===== src/hw/rtl/tgrr_pkg.sv =====
// Shared types, register codes, palettes and constants of the text glyph row renderer.
// Used by tgrr_front, tgrr_emit, the top level and the testbench; depends on nothing.
`default_nettype none
package tgrr_pkg;

  localparam int GLYPH_COUNT      = 128;
  localparam int MAX_GLYPH_HEIGHT = 32;
  localparam int MAX_GLYPH_WIDTH  = 16;
  localparam int FONT_WIDTH       = 16;

  localparam logic OP_LOAD   = 1'b0;
  localparam logic OP_RENDER = 1'b1;

  localparam logic [2:0] REG_FRAME_BASE   = 3'd0;
  localparam logic [2:0] REG_COLOR_DEPTH  = 3'd1;
  localparam logic [2:0] REG_ROW_PITCH    = 3'd2;
  localparam logic [2:0] REG_GLYPH_WIDTH  = 3'd3;
  localparam logic [2:0] REG_GLYPH_HEIGHT = 3'd4;
  localparam logic [2:0] REG_TEXT_COLUMNS = 3'd5;
  localparam logic [2:0] REG_TEXT_ROWS    = 3'd6;

  typedef struct packed {
    logic [31:0] frame_base;
    logic [5:0]  color_depth;
    logic [15:0] row_pitch_bytes;
    logic [4:0]  glyph_width;
    logic [5:0]  glyph_height;
    logic [7:0]  text_columns;
    logic [6:0]  text_rows;
  } cfg_t;

  typedef struct packed {
    logic [31:0] base;
    logic [15:0] bits;
    logic [23:0] fg;
    logic [23:0] bg;
    logic [2:0]  bpp;
    logic        mono;
    logic [2:0]  pixoff;
    logic [4:0]  gw;
  } job_t;

  function automatic logic [23:0] palette_color(input logic [5:0] depth,
                                                input logic [2:0] idx,
                                                input logic [2:0] bpp);
    logic [23:0] v;
    v = 24'h000000;
    if (depth == 6'd8) begin
      case (idx)
        3'd0: v = 24'h00003f;
        3'd1: v = 24'h000020;
        3'd2: v = 24'h000034;
        3'd3: v = 24'h000046;
        3'd4: v = 24'h00002a;
        3'd5: v = 24'h000058;
        3'd6: v = 24'h000043;
        default: v = 24'h000000;
      endcase
    end else if (depth == 6'd15) begin
      case (idx)
        3'd0: v = 24'h007fff;
        3'd1: v = 24'h001993;
        3'd2: v = 24'h002660;
        3'd3: v = 24'h000273;
        3'd4: v = 24'h006400;
        3'd5: v = 24'h00390f;
        3'd6: v = 24'h006ea0;
        default: v = 24'h000000;
      endcase
    end else if (depth == 6'd16) begin
      case (idx)
        3'd0: v = 24'h00ffff;
        3'd1: v = 24'h003333;
        3'd2: v = 24'h004cc0;
        3'd3: v = 24'h0004d3;
        3'd4: v = 24'h00c800;
        3'd5: v = 24'h00722f;
        3'd6: v = 24'h00dd40;
        default: v = 24'h000000;
      endcase
    end else begin
      case (idx)
        3'd0: v = 24'hffffff;
        3'd1: v = 24'h336698;
        3'd2: v = 24'h4e9a00;
        3'd3: v = 24'h06989a;
        3'd4: v = 24'hcc0000;
        3'd5: v = 24'h73447b;
        3'd6: v = 24'hdaa800;
        default: v = 24'h000000;
      endcase
    end
    if (bpp == 3'd1) begin
      v = v & 24'h0000ff;
    end else if (bpp == 3'd2) begin
      v = v & 24'h00ffff;
    end
    return v;
  endfunction

endpackage
`default_nettype wire


===== src/hw/rtl/tgrr_pixel_if.sv =====
// Output channel of the glyph row renderer: valid, ready and one frame-buffer write.
// Depends on nothing.
`default_nettype none
interface tgrr_pixel_if;
  logic        valid;
  logic        ready;
  logic [31:0] byte_address;
  logic [23:0] pixel_value;
  logic [2:0]  byte_count;
  logic        mono_mode;
  logic [7:0]  bit_mask;
  logic        set_bit;
  logic        last;

  modport source (output valid, byte_address, pixel_value, byte_count, mono_mode, bit_mask,
                  set_bit, last, input ready);
  modport sink (input valid, byte_address, pixel_value, byte_count, mono_mode, bit_mask,
                set_bit, last, output ready);
endinterface
`default_nettype wire


===== src/hw/rtl/tgrr_emit.sv =====
// Pixel sequencer: walks the glyph columns of one line descriptor, one write per cycle while
// the receiver takes them, into an output register. Depends on tgrr_pkg and tgrr_pixel_if.
`default_nettype none
module tgrr_emit (
  input  logic           clk,
  input  logic           rst,
  input  logic           job_valid,
  input  tgrr_pkg::job_t job,
  output logic           job_take,
  tgrr_pixel_if.source   pixels
);

  tgrr_pkg::job_t cur;
  logic        busy;
  logic [4:0]  x;
  logic        step;
  logic        last_px;
  logic        px_bit;
  logic [4:0]  off;
  logic [7:0]  xprod;

  logic        ov;
  logic [31:0] addr_q;
  logic [23:0] value_q;
  logic [2:0]  count_q;
  logic        mono_q;
  logic [7:0]  mask_q;
  logic        set_q;
  logic        last_q;

  assign step     = busy && (!ov || pixels.ready);
  assign last_px  = x == (cur.gw - 5'd1);
  assign job_take = !busy || (step && last_px);
  assign px_bit   = cur.bits[x[3:0]];
  assign off      = 5'(cur.pixoff) + x;
  assign xprod    = 8'(x) * 8'(cur.bpp);

  always_ff @(posedge clk) begin
    if (rst) begin
      busy <= 1'b0;
      x    <= 5'd0;
    end else if (job_valid && job_take) begin
      busy <= 1'b1;
      x    <= 5'd0;
    end else if (step && last_px) begin
      busy <= 1'b0;
    end else if (step) begin
      x <= x + 5'd1;
    end
    if (job_valid && job_take) begin
      cur <= job;
    end
  end

  always_ff @(posedge clk) begin
    if (rst) begin
      ov <= 1'b0;
    end else if (step) begin
      ov <= 1'b1;
    end else if (pixels.ready) begin
      ov <= 1'b0;
    end
    if (step) begin
      last_q <= last_px;
      mono_q <= cur.mono;
      if (cur.mono) begin
        addr_q  <= cur.base + 32'(off[4:3]);
        value_q <= 24'd0;
        count_q <= 3'd1;
        mask_q  <= 8'h80 >> off[2:0];
        set_q   <= !px_bit;
      end else begin
        addr_q  <= cur.base + 32'(xprod);
        value_q <= px_bit ? cur.fg : cur.bg;
        count_q <= cur.bpp;
        mask_q  <= 8'h00;
        set_q   <= 1'b0;
      end
    end
  end

  assign pixels.valid        = ov;
  assign pixels.byte_address = addr_q;
  assign pixels.pixel_value  = value_q;
  assign pixels.byte_count   = count_q;
  assign pixels.mono_mode    = mono_q;
  assign pixels.bit_mask     = mask_q;
  assign pixels.set_bit      = set_q;
  assign pixels.last         = last_q;

endmodule
`default_nettype wire


===== src/flat_wrapper.sv =====
// flat-port wrapper written by rule: the top's interface ports become plain ports
module tgrr_emit_flat 
  (clk, rst, job_valid, job, job_take, pixels_valid, pixels_byte_address, pixels_pixel_value, pixels_byte_count, pixels_mono_mode, pixels_bit_mask, pixels_set_bit, pixels_last, pixels_ready);
  tgrr_pixel_if pixels_i ();
  input  logic clk;
  input  logic rst;
  input  logic job_valid;
  input  tgrr_pkg::job_t job;
  output logic job_take;
  output wire logic [$bits(pixels_i.valid)-1:0] pixels_valid;
  output wire logic [$bits(pixels_i.byte_address)-1:0] pixels_byte_address;
  output wire logic [$bits(pixels_i.pixel_value)-1:0] pixels_pixel_value;
  output wire logic [$bits(pixels_i.byte_count)-1:0] pixels_byte_count;
  output wire logic [$bits(pixels_i.mono_mode)-1:0] pixels_mono_mode;
  output wire logic [$bits(pixels_i.bit_mask)-1:0] pixels_bit_mask;
  output wire logic [$bits(pixels_i.set_bit)-1:0] pixels_set_bit;
  output wire logic [$bits(pixels_i.last)-1:0] pixels_last;
  input wire logic [$bits(pixels_i.ready)-1:0] pixels_ready;
  assign pixels_valid = pixels_i.valid;
  assign pixels_byte_address = pixels_i.byte_address;
  assign pixels_pixel_value = pixels_i.pixel_value;
  assign pixels_byte_count = pixels_i.byte_count;
  assign pixels_mono_mode = pixels_i.mono_mode;
  assign pixels_bit_mask = pixels_i.bit_mask;
  assign pixels_set_bit = pixels_i.set_bit;
  assign pixels_last = pixels_i.last;
  assign pixels_i.ready = pixels_ready;
  tgrr_emit u_core (.clk(clk), .rst(rst), .job_valid(job_valid), .job(job), .job_take(job_take), .pixels(pixels_i));
endmodule

===== config.mk =====
export PLATFORM = sky130hd
export DESIGN_NAME = tgrr_emit_flat
export DESIGN_NICKNAME = d
export VERILOG_FILES = /design/src/hw/rtl/tgrr_pkg.sv /design/src/hw/rtl/tgrr_pixel_if.sv /design/src/hw/rtl/tgrr_emit.sv /design/src/flat_wrapper.sv
export SDC_FILE = /design/constraint.sdc
export NUM_CORES = 1
export LEC_CHECK = 0
export BUFFER_PORTS_ARGS = -buffer_cell sky130_fd_sc_hd__buf_4
export CAP_MARGIN = 20
export CORE_MARGIN = 2
export CORE_UTILIZATION = 37
export DETAILED_ROUTE_END_ITERATION = 7
export GPL_ROUTABILITY_DRIVEN = 1
export SYNTH_ARGS = -nofsm -noshare
export SYNTH_HDL_FRONTEND = slang
export SYNTH_SLANG_ARGS = --single-unit

===== constraint.sdc =====
create_clock -name clk -period 6.9 [get_ports clk]
set_input_delay 0.345 -clock clk [delete_from_list [all_inputs] [get_ports clk]]
set_output_delay 0.345 -clock clk [all_outputs]
set_load 0.05 [all_outputs]

# Yosys cells after proc, flatten, opt, wreduce, memory -nomap -nowiden
# Cells that the tools add are included.
[op_classes] mul=1 n_eq_ne=1 muxes=8 bitwise=1 shifts=1 n_addsub=5 div_mod_pow=0 order_cmp=1 n_reduce_logical=12
[ops] cell="adder 32 x 2 -> 32 bit" n=1
[ops] cell="adder 32 x 8 -> 32 bit" n=1
[ops] cell="two-way mux 32 bit" n=1
[ops] cell="two-way mux 24 bit" n=1
[ops] cell="multiplier 5 x 3 -> 8 bit" n=1
[ops] cell=">> shifter 8 x 3 -> 8 bit, first input constant" n=1
[ops] cell="adder 3 x 5 -> 5 bit" n=1
[ops] cell="adder 5 x 1 -> 5 bit, second input constant" n=1
[ops] cell="equality test 5 bit" n=1
[ops] cell="less-than comparator 4 x 5 -> 1 bit, second input constant" n=1
[ops] cell="two-way mux 1 bit" n=5
[ops] cell="subtractor 5 x 1 -> 5 bit, second input constant" n=1
[ops] cell="binary-select mux 1 bit (select 4 bit)" n=1
[ops] cell="nonzero test 2 bit" n=2
[ops] cell="logical AND 1 bit" n=3
[ops] cell="zero test 1 bit" n=3
[ops] cell="logical OR 1 bit" n=2
[ops] cell="AND reduction 2 bit" n=1
[ops] cell="OR reduction 2 bit" n=1
[ops] cell="inverter 1 bit" n=1
[totals] ram_bits=0 register_bits=185 wordCells=48 inputBits=112 latchBits=0 mem_bits_ro=0 output_inout_bits=72 mem_count=0

# Longest topological paths before layout
# Gate-level depths: netlist (run 1).
[logic_depth] depth_word=7 depth_mapped=13 mapped_depth_nobuf=12

# Worst setup path after synthesis (run 1)
# No wires, ideal clock.
[synth_path] path_kind="reg2reg" startpoint="reg u_core.cur[0] in the netlist's numbering" endpoint="reg u_core.cur[0] in the netlist's numbering (enable)" slack_ns=1.683 t_required_ns=6.421 path_stages_with_launch=9 n_path_buf=1 setup_time_ns=0.479 arrival_time_ns=4.738 period_less_slack_ns=5.217 path_cell_list="edfxtp_1 > inv_1 > ha_1 > nor2b_1 > or3_1 > a311oi_1 > clkbuf_1 > a21o_1 > and2_1"
[synth_between] elab_chain_len=5
[synth_lines] element="from (decl)" line_no="tgrr_emit.sv:13" text="tgrr_pkg::job_t cur;"
[synth_lines] element="from (signal assigned)" line_no="tgrr_emit.sv:51" text="cur <= job;"
[synth_lines] element="subtractor 5 x 1 -> 5 bit" line_no="tgrr_emit.sv:32" text="assign last_px = x == (cur.gw - 5'd1);"
[synth_lines] element="equality test 5 bit" line_no="tgrr_emit.sv:32"
[synth_lines] element="named net u_core.last_px" line_no="tgrr_emit.sv:17" text="logic last_px;"
[synth_lines] element="logical AND 1 bit" line_no="tgrr_emit.sv:33" text="assign job_take = !busy || (step && last_px);"
[synth_lines] element="logical OR 1 bit" line_no="tgrr_emit.sv:33"
[synth_lines] element="named net job_take" line_no="flat_wrapper.sv:9" text="output logic job_take;"
[synth_lines] element="logical AND 1 bit" line_no="tgrr_emit.sv:50" text="if (job_valid && job_take) begin"
# The timed path passes the listed nets, and every way through them passes these cells.
# A chain may end at the register's enable or synchronous reset.

# Worst setup path in the final report (run 1)
[layout_path] startpoint="reg u_core.x[0]" endpoint="reg u_core.addr_q[27] (netlist: u_core.pixels.byte_address[27]), data pin"
[layout_between] elab_chain_len=3
[layout_lines] element="from (decl)" line_no="tgrr_emit.sv:15" text="logic [4:0] x;"
[layout_lines] element="from (signal assigned)" line_no="tgrr_emit.sv:48" text="x <= x + 5'd1;"
[layout_lines] element="multiplier 5 x 3 -> 8 bit or adder 3 x 5 -> 5 bit (tied branches)" line_no="tgrr_emit.sv:36, tgrr_emit.sv:35"
[layout_lines] element="adder 32 x 8 -> 32 bit or adder 32 x 2 -> 32 bit (tied branches)" line_no="tgrr_emit.sv:73, tgrr_emit.sv:67"
[layout_lines] element="two-way mux 32 bit (*)" line_no="tgrr_emit.sv:66" text="if (cur.mono) begin"
[layout_lines] element="to (signal assigned)" line_no="tgrr_emit.sv:67" text="addr_q <= cur.base + 32'(off[4:3]);"
[layout_lines] element="to (signal assigned)" line_no="tgrr_emit.sv:73" text="addr_q <= cur.base + 32'(xprod);"
[layout_lines] element="to (decl)" line_no="tgrr_emit.sv:23" text="logic [31:0] addr_q;"
# Every way passes the cells marked *; elsewhere a longest branch is shown, timed or not.

==> metrics.md, run 1 <==
| Metric | Value |
|---|---|
| Outcome | completed |
| TritonCTS buffer count | 17 |
| Avg Cell Area, Syn | roughly 15 µm² |
| Largest net degree at the start of global routing | 67 |
| Minimum clock period | between 4 and 5 ns |
| Top cell type's share of synthesized area | 67.4% |
| Reg2Reg Capture Point | u_core.pixels.byte_address[27] |
| Drt first pass iters | 4 |
| Clk root buf | clkbuf_16 |
| Design area | approximately 0.010 mm² |
| Total Wirelength | approximately 17000 µm |
| Vias in the first global route | between 5000 and 6000 |
| Synth area leader | edfxtp_1 |
| First-pass GRT wire length | 26300 µm |
| Mapped Cells | 522 |
| Setup bufs post-CTS | 0 |
| Worst slew margin | 29.7% |
| Leakage power | 4.01 nW |
| Achievable Freq | 0.231 GHz |
| Crit Path Class | register to register |
| Worst hold margin | approximately 0.075 ns |
| CP endpoint | u_core.pixels.byte_address[27] |
| Power Density | around 260 mW/mm² |
| Switching share of total power | between 20% and 30% |
| Setup Skew | 0.0195 ns |
| Max Cap Viol | 0 |
| Worst Path Required | 7.06 ns |
| Post-synth top flop | edfxtp_1 |
| Reg power frac | 50.8% |
| Register area share after synthesis | 69.2% |
| Cts hold-fix bufs | 0 |
| Critical Path Start | u_core.x[0] |
| Hold Path Class | input pin to register |
| Worst-Skew Late Latency | 0.44 ns |
| Async SR Flop Fraction | 0% |
| Grt ovf | 0 |
| Net Sw Power | 0.000705 W |
| Highest ir drop seen on vdd | 0.000140 V |
| Number of synthesized flops with an enable pin | 178 |
| Syn Std Cell Area | 0.00793 mm² |
| Filler cells | 1784 |
| Initial antenna violation count | 0 |
| Vias | 4853 |
| Slew @ Worst Pin | 1.05 ns |
| Drc violations | 0 |
| Clock-pin slew on the worst setup and hold paths | 0.08 ns |
| Critical path startpoint category | register |
| Pins over their slew limit | 0 |
| Initial DRC count | around 320 |
| Setup violators final | 0 |
| Unrepaired setup endpoints after global routing | false |
| Die area | 0.0226 mm² |
| Post-DP Area | between 0.009 and 0.01 mm² |
| Worst Setup End Kind | register |
| Core footprint | 0.0210 mm² |
| Chip Height | roughly 150 µm |
| # resized after CTS | 0 |
| Port bufs | about 180 |
| Seq cells post-synth | 185 |
| Total power | ~0.0027 W |
| Worst Path Arrival | 4.49 ns |
| Clock Sinks | 185 |
| Setup TNS | 0 ns |
| Ys Warns | 0 |
| WL per Instance | 17.2 µm |
| Vias per inst | 4.86 |
| Worst flop-to-flop path startpoint | u_core.x[0] |
| NumNets Final | between 800 and 900 |
| Dpl hpwl | approximately 12000 µm |
| Die X-Extent | 150 µm |
| Row count | 53 |
| CTS tree | yes |
| Most common cell after layout, fill and taps aside | buf_4 |
| Crit-path max FO | 13 |
| Final period util | 62.7% |
| GPL Wtd Cong | between 0.8 and 0.9 |
| Cell variety after synth | 48 |
| Longest Clk Path Bufs | 2 |
| H-tree depth | 4 |
| Final Hold Viols | 0 |
| Ranking of synthesized cells by area | edfxtp_1, xor2_1, mux2i_1 |
| Worst Reg-to-Reg Cells | 10 |
| Inst Count DP | 967 |
| Total track usage | 15.4% |
| # IOs | 184 |
| Non-Filler Instances | 999 |
| Share of layout cells above drive strength 1 | roughly a third |
| Starting Density | about 38% |
| Worst R2R Setup Slack | 2.57 ns |
| Clock power share | a little under two fifths |
| Post-Synthesis Net Count | 663 |
| Int Power | roughly 0.0020 W |
| Layout area overhead | 28.5% |
| Antenna Cells | 0 |
| Commonest cells after routing, fill and taps aside | buf_4, edfxtp_1, nor2_1 |
| Antenna Violating Nets Remaining | 0 |
| Power share of the combinational group | 12.1% |
## power by group through the flow
stage	clock network, W	logic [W]	registers (W)
after floorplan	0	0.000113	0.00146
after global placement	0	0.000320	0.00137
after detailed placement	0	0.000326	0.00138
after CTS	0.00101	0.000327	0.00135
after global routing	0.00106	0.000345	0.00136
final	0.000987	0.000322	0.00135
## registers in the layout, summed over array words and instances, names as in the netlist
signal and cells:
u_core.pixels.pixel_value 24, u_core.pixels.last 1, u_core.busy 1, u_core.pixels.byte_count 3, u_core.pixels.byte_address 32, u_core.cur 108, u_core.pixels.bit_mask 8, u_core.pixels.valid 1
u_core.x 5, u_core.pixels.set_bit 1, u_core.pixels.mono_mode 1
## routing by layer
layer,track usage [%],routed length [µm]
met2,26.2,8520
met1,18.3,7090
met3,4.79,1160
met4,6.18,382
met5,0,0
## per-stage QoR
stage	utilization (%)	worst slack (ns)
4_1_cts	48.4	2.59
6_report	48.4	2.57
5_1_grt	48.4	2.38
3_5_place_dp	45.6	2.63
3_3_place_gp	45.6	2.72
2_1_floorplan	-	1.68
## synth_stat cells, types with 12 or more instances
cell        n
a21oi_1    13
clkbuf_1   12
edfxtp_1  178
ha_1       18
inv_1      31
mux2i_1    24
nand2_1    27
nor2_1     34
nor3_1     20
xnor2_1    14
xor2_1     28
## worst min path at each step
stage	start	depth (start not counted)	to	slack, ns
after floorplan	rst	1	u_core.busy	0.41
after global placement	u_core.busy	2	u_core.pixels.valid	0.48
after detailed placement	u_core.busy	2	u_core.pixels.valid	0.51
after CTS	job[82]	1	u_core.cur[82]	0.05
after global routing	job[49]	1	u_core.cur[49]	0.05
final	job[82]	1	u_core.cur[82]	0.08
## logic make-up (layout without fill, tap and decap cells)
group	Yosys count	after routing	synth area share [%]
AOI/OAI and AO/OA	44	44	3.52
xor gates and xnor gates	42	42	4.64
adders and majority gates	29	29	5.62
buffers and inverters	49	251	2.95
DFF	185	185	69.2
muxes	32	32	5.02
and+or+nand+nor	141	141	9.03
## final cells by class
cell class	count	area [µm²]	share of cell area [%]
Sequential cell	185	5490	53.9
Multi-Input combinational cell	288	2220	21.8
Timing Repair Buffer	188	1410	13.9
Clock buffer	17	425	4.18
Tap cell	275	344	3.38
Clock inverter	15	180	1.77
Inverter	31	116	1.14
## worst max-delay path: stages (launching register included)
cell and delay (ns):
dfxtp_1 0.71, nand2_1 0.17, fa_1 0.53, fa_1 0.51, inv_1 0.07, fa_1 0.45, a21oi_1 0.27, o211ai_1 0.17
a211oi_2 0.81, nor4b_1 0.17, xor2_1 0.19
Note: power is estimated with default switching activity, not from simulation.
==> run 2: changes to the inputs <==
==> constraint.sdc (replaced) <==
create_clock -name clk -period 4.43 [get_ports clk]
set_input_delay 0.2215 -clock clk [delete_from_list [all_inputs] [get_ports clk]]
set_output_delay 0.2215 -clock clk [all_outputs]
set_load 0.05 [all_outputs]
==> metrics.md, run 2 (synthesis gave the netlist of run 1 again) <==
| Metric | Value |
|---|---|
| Highest ir drop seen on vdd | 0.000236 V (+69%) |
| Hold_sp | job_valid |
| Largest register FFs | 108 (unchanged) |
| Die area | 0.0226 mm² (unchanged) |
| Row count | 53 (unchanged) |
| # IOs | 184 (unchanged) |
| Pins over their slew limit | 0 (unchanged) |
| Final period util | 86.4% (+24 points) |
| Setup ws final | 0.604 ns (-1.97 ns) |
| Initial antenna violation count | 0 (unchanged) |
| Clk root buf | clkbuf_16 |
| Grt ovf | 0 (unchanged) |
| Pre-CTS setup slack | 0.651 ns (-1.98 ns) |
| Setup Skew | 0.0165 ns (-0.00305 ns) |
| Largest Register | u_core.cur |
| Vias per inst | 4.79 (-1.4%) |
| CTS tree | yes |
| GPL Wtd Cong | 0.856 (+0.58%) |
| Worst-Skew Late Latency | 0.43 ns (about the same) |
| Total Wirelength | 17800 µm (+3.6%) |
| Post-DP Area | 0.00960 mm² (+0.21%) |
| Vias | 5314 (+9.5%) |
| Max Cap Viol | 0 (unchanged) |
| Worst Path Arrival | 4.00 ns (-0.49 ns) |
| Antenna Cells | 0 (unchanged) |
| Total track usage | 15.8% (+0.39 points) |
| WL per Instance | 16.0 µm (-6.7%) |
| Achievable Freq | 0.261 GHz (+13%) |
| Dpl hpwl | 11700 µm (-2.2%) |
| Worst Setup End Kind | register |
| Antenna Violating Nets Remaining | 0 (unchanged) |
| H-tree depth | 4 (unchanged) |
| Design area | 0.0113 mm² (+11%) |
| Final Hold Viols | 0 (unchanged) |
| Hold Path Class | input pin to register |
| Core footprint | 0.0210 mm² (unchanged) |
| Commonest cells after routing, fill and taps aside | buf_4, edfxtp_1, dlygate4sd3_1 |
| First-pass GRT wire length | 27200 µm (+3.5%) |
| Critical path startpoint category | register |
| Worst slew margin | 32.8% (+3.1 points) |
| NumNets Final | 962 (+13%) |
| Power Density | 381 mW/mm² (+46%) |
| Vias in the first global route | 5579 (+8.4%) |
| Port bufs | 183 (unchanged) |
| Unrepaired setup endpoints after global routing | false |
| Setup TNS | 0 ns (unchanged) |
| Clock Sinks | 185 (unchanged) |
| Initial DRC count | 242 (-25%) |
| Most common cell after layout, fill and taps aside | buf_4 |
| TritonCTS buffer count | 17 (unchanged) |
| Share of layout cells above drive strength 1 | 28.4% (-4.2 points) |
| Drc violations | 0 (unchanged) |
| Outcome | completed |
| Crit Path Class | register to register |
| Crit-path max FO | 13 (unchanged) |
| Critical Path Start | u_core.x[0] |
| Setup violators final | 0 (unchanged) |
| Die X-Extent | 150 µm (unchanged) |
| Worst Path Required | 4.60 ns (-2.46 ns) |
| Worst flop-to-flop path startpoint | u_core.x[0] |
| Slew @ Worst Pin | 1.00 ns (-0.0457 ns) |
| Clock-pin slew on the worst setup and hold paths | 0.08 ns (about the same) |
| Drt first pass iters | 4 (unchanged) |
| Layout area overhead | 42.8% |
| Minimum clock period | 3.83 ns (-0.502 ns) |
| Starting Density | 37.7% (unchanged) |
| Leakage power | 4.48 nW (+12%) |
| Chip Height | 150 µm (unchanged) |
| Longest Clk Path Bufs | 2 (unchanged) |
| Largest net degree at the start of global routing | 67 (unchanged) |
==> run 2: cell type report <==
| class | instances | area (µm²) |
|---|---|---|
| Multi-Input combinational cell | 288 | 2220 |
| Clock inverter | 15 | 206 |
| Sequential cell | 185 | 5490 |
| Inverter | 31 | 116 |
| Fill cell | 1713 | 9700 |
| Clock buffer | 17 | 425 |
| Timing Repair Buffer | 298 | 2520 |
| Tap cell | 275 | 344 |
==> run 2: path summary, 6_finish.rpt <==
check	end	slack, ns	depth (start not counted)
max	u_core.pixels.byte_address[21]	0.60	11
min reg2reg	u_core.pixels.valid	0.51	2
min	u_core.busy	0.06	3
max reg2reg	u_core.pixels.byte_address[21]	0.60	11
==> run 2: worst max-delay path, cell delays in order (launching register included) <==
cell      delay, ns
dfxtp_1        0.68
nand2_1        0.16
fa_1           0.52
fa_1           0.51
inv_1          0.07
fa_1           0.45
a21oi_1        0.27
o211ai_1       0.18
a211oi_2       0.25
buf_4          0.23
nor4_1         0.09
xor2_1         0.14
==> run 2: timing repair <==
item	in CTS	in global routing
hold buffers	109	0
hold endpoints to repair	110	0
buffers inserted	0	0
resized for setup	0	0
endpoints found under the setup margin	0	0
==> run 2: power by group <==
group          internal [W]  total, W  switching [W]  leakage, nW
clock              0.000912   0.00163       0.000715        0.299
combinational      0.000249  0.000584       0.000334         2.42
sequential          0.00205   0.00210      0.0000543         1.76
==> run 2: through the flow <==
stage | total power (W) | instances | utilization, % | hold slack (ns)
after floorplan | 0.00245 | 522 | - | 0.291
after global placement | 0.00264 | 968 | 45.6 | 0.397
after detailed placement | 0.00265 | 968 | 45.6 | 0.401
after CTS | 0.00436 | 1109 | 53.8 | 0.0357
after global routing | 0.00446 | 1109 | 53.8 | 0.0495
final | 0.00432 | 1109 | 53.8 | 0.0583
==> run 2: layer usage <==
metal  vias up  track usage (%)  share of wire, %
li1       2516                -                 -
met1      2574             18.7                42
met2       191             27.5                49
met3        33             4.64               6.8
met4         0             5.66               1.9
met5         -                0                 0
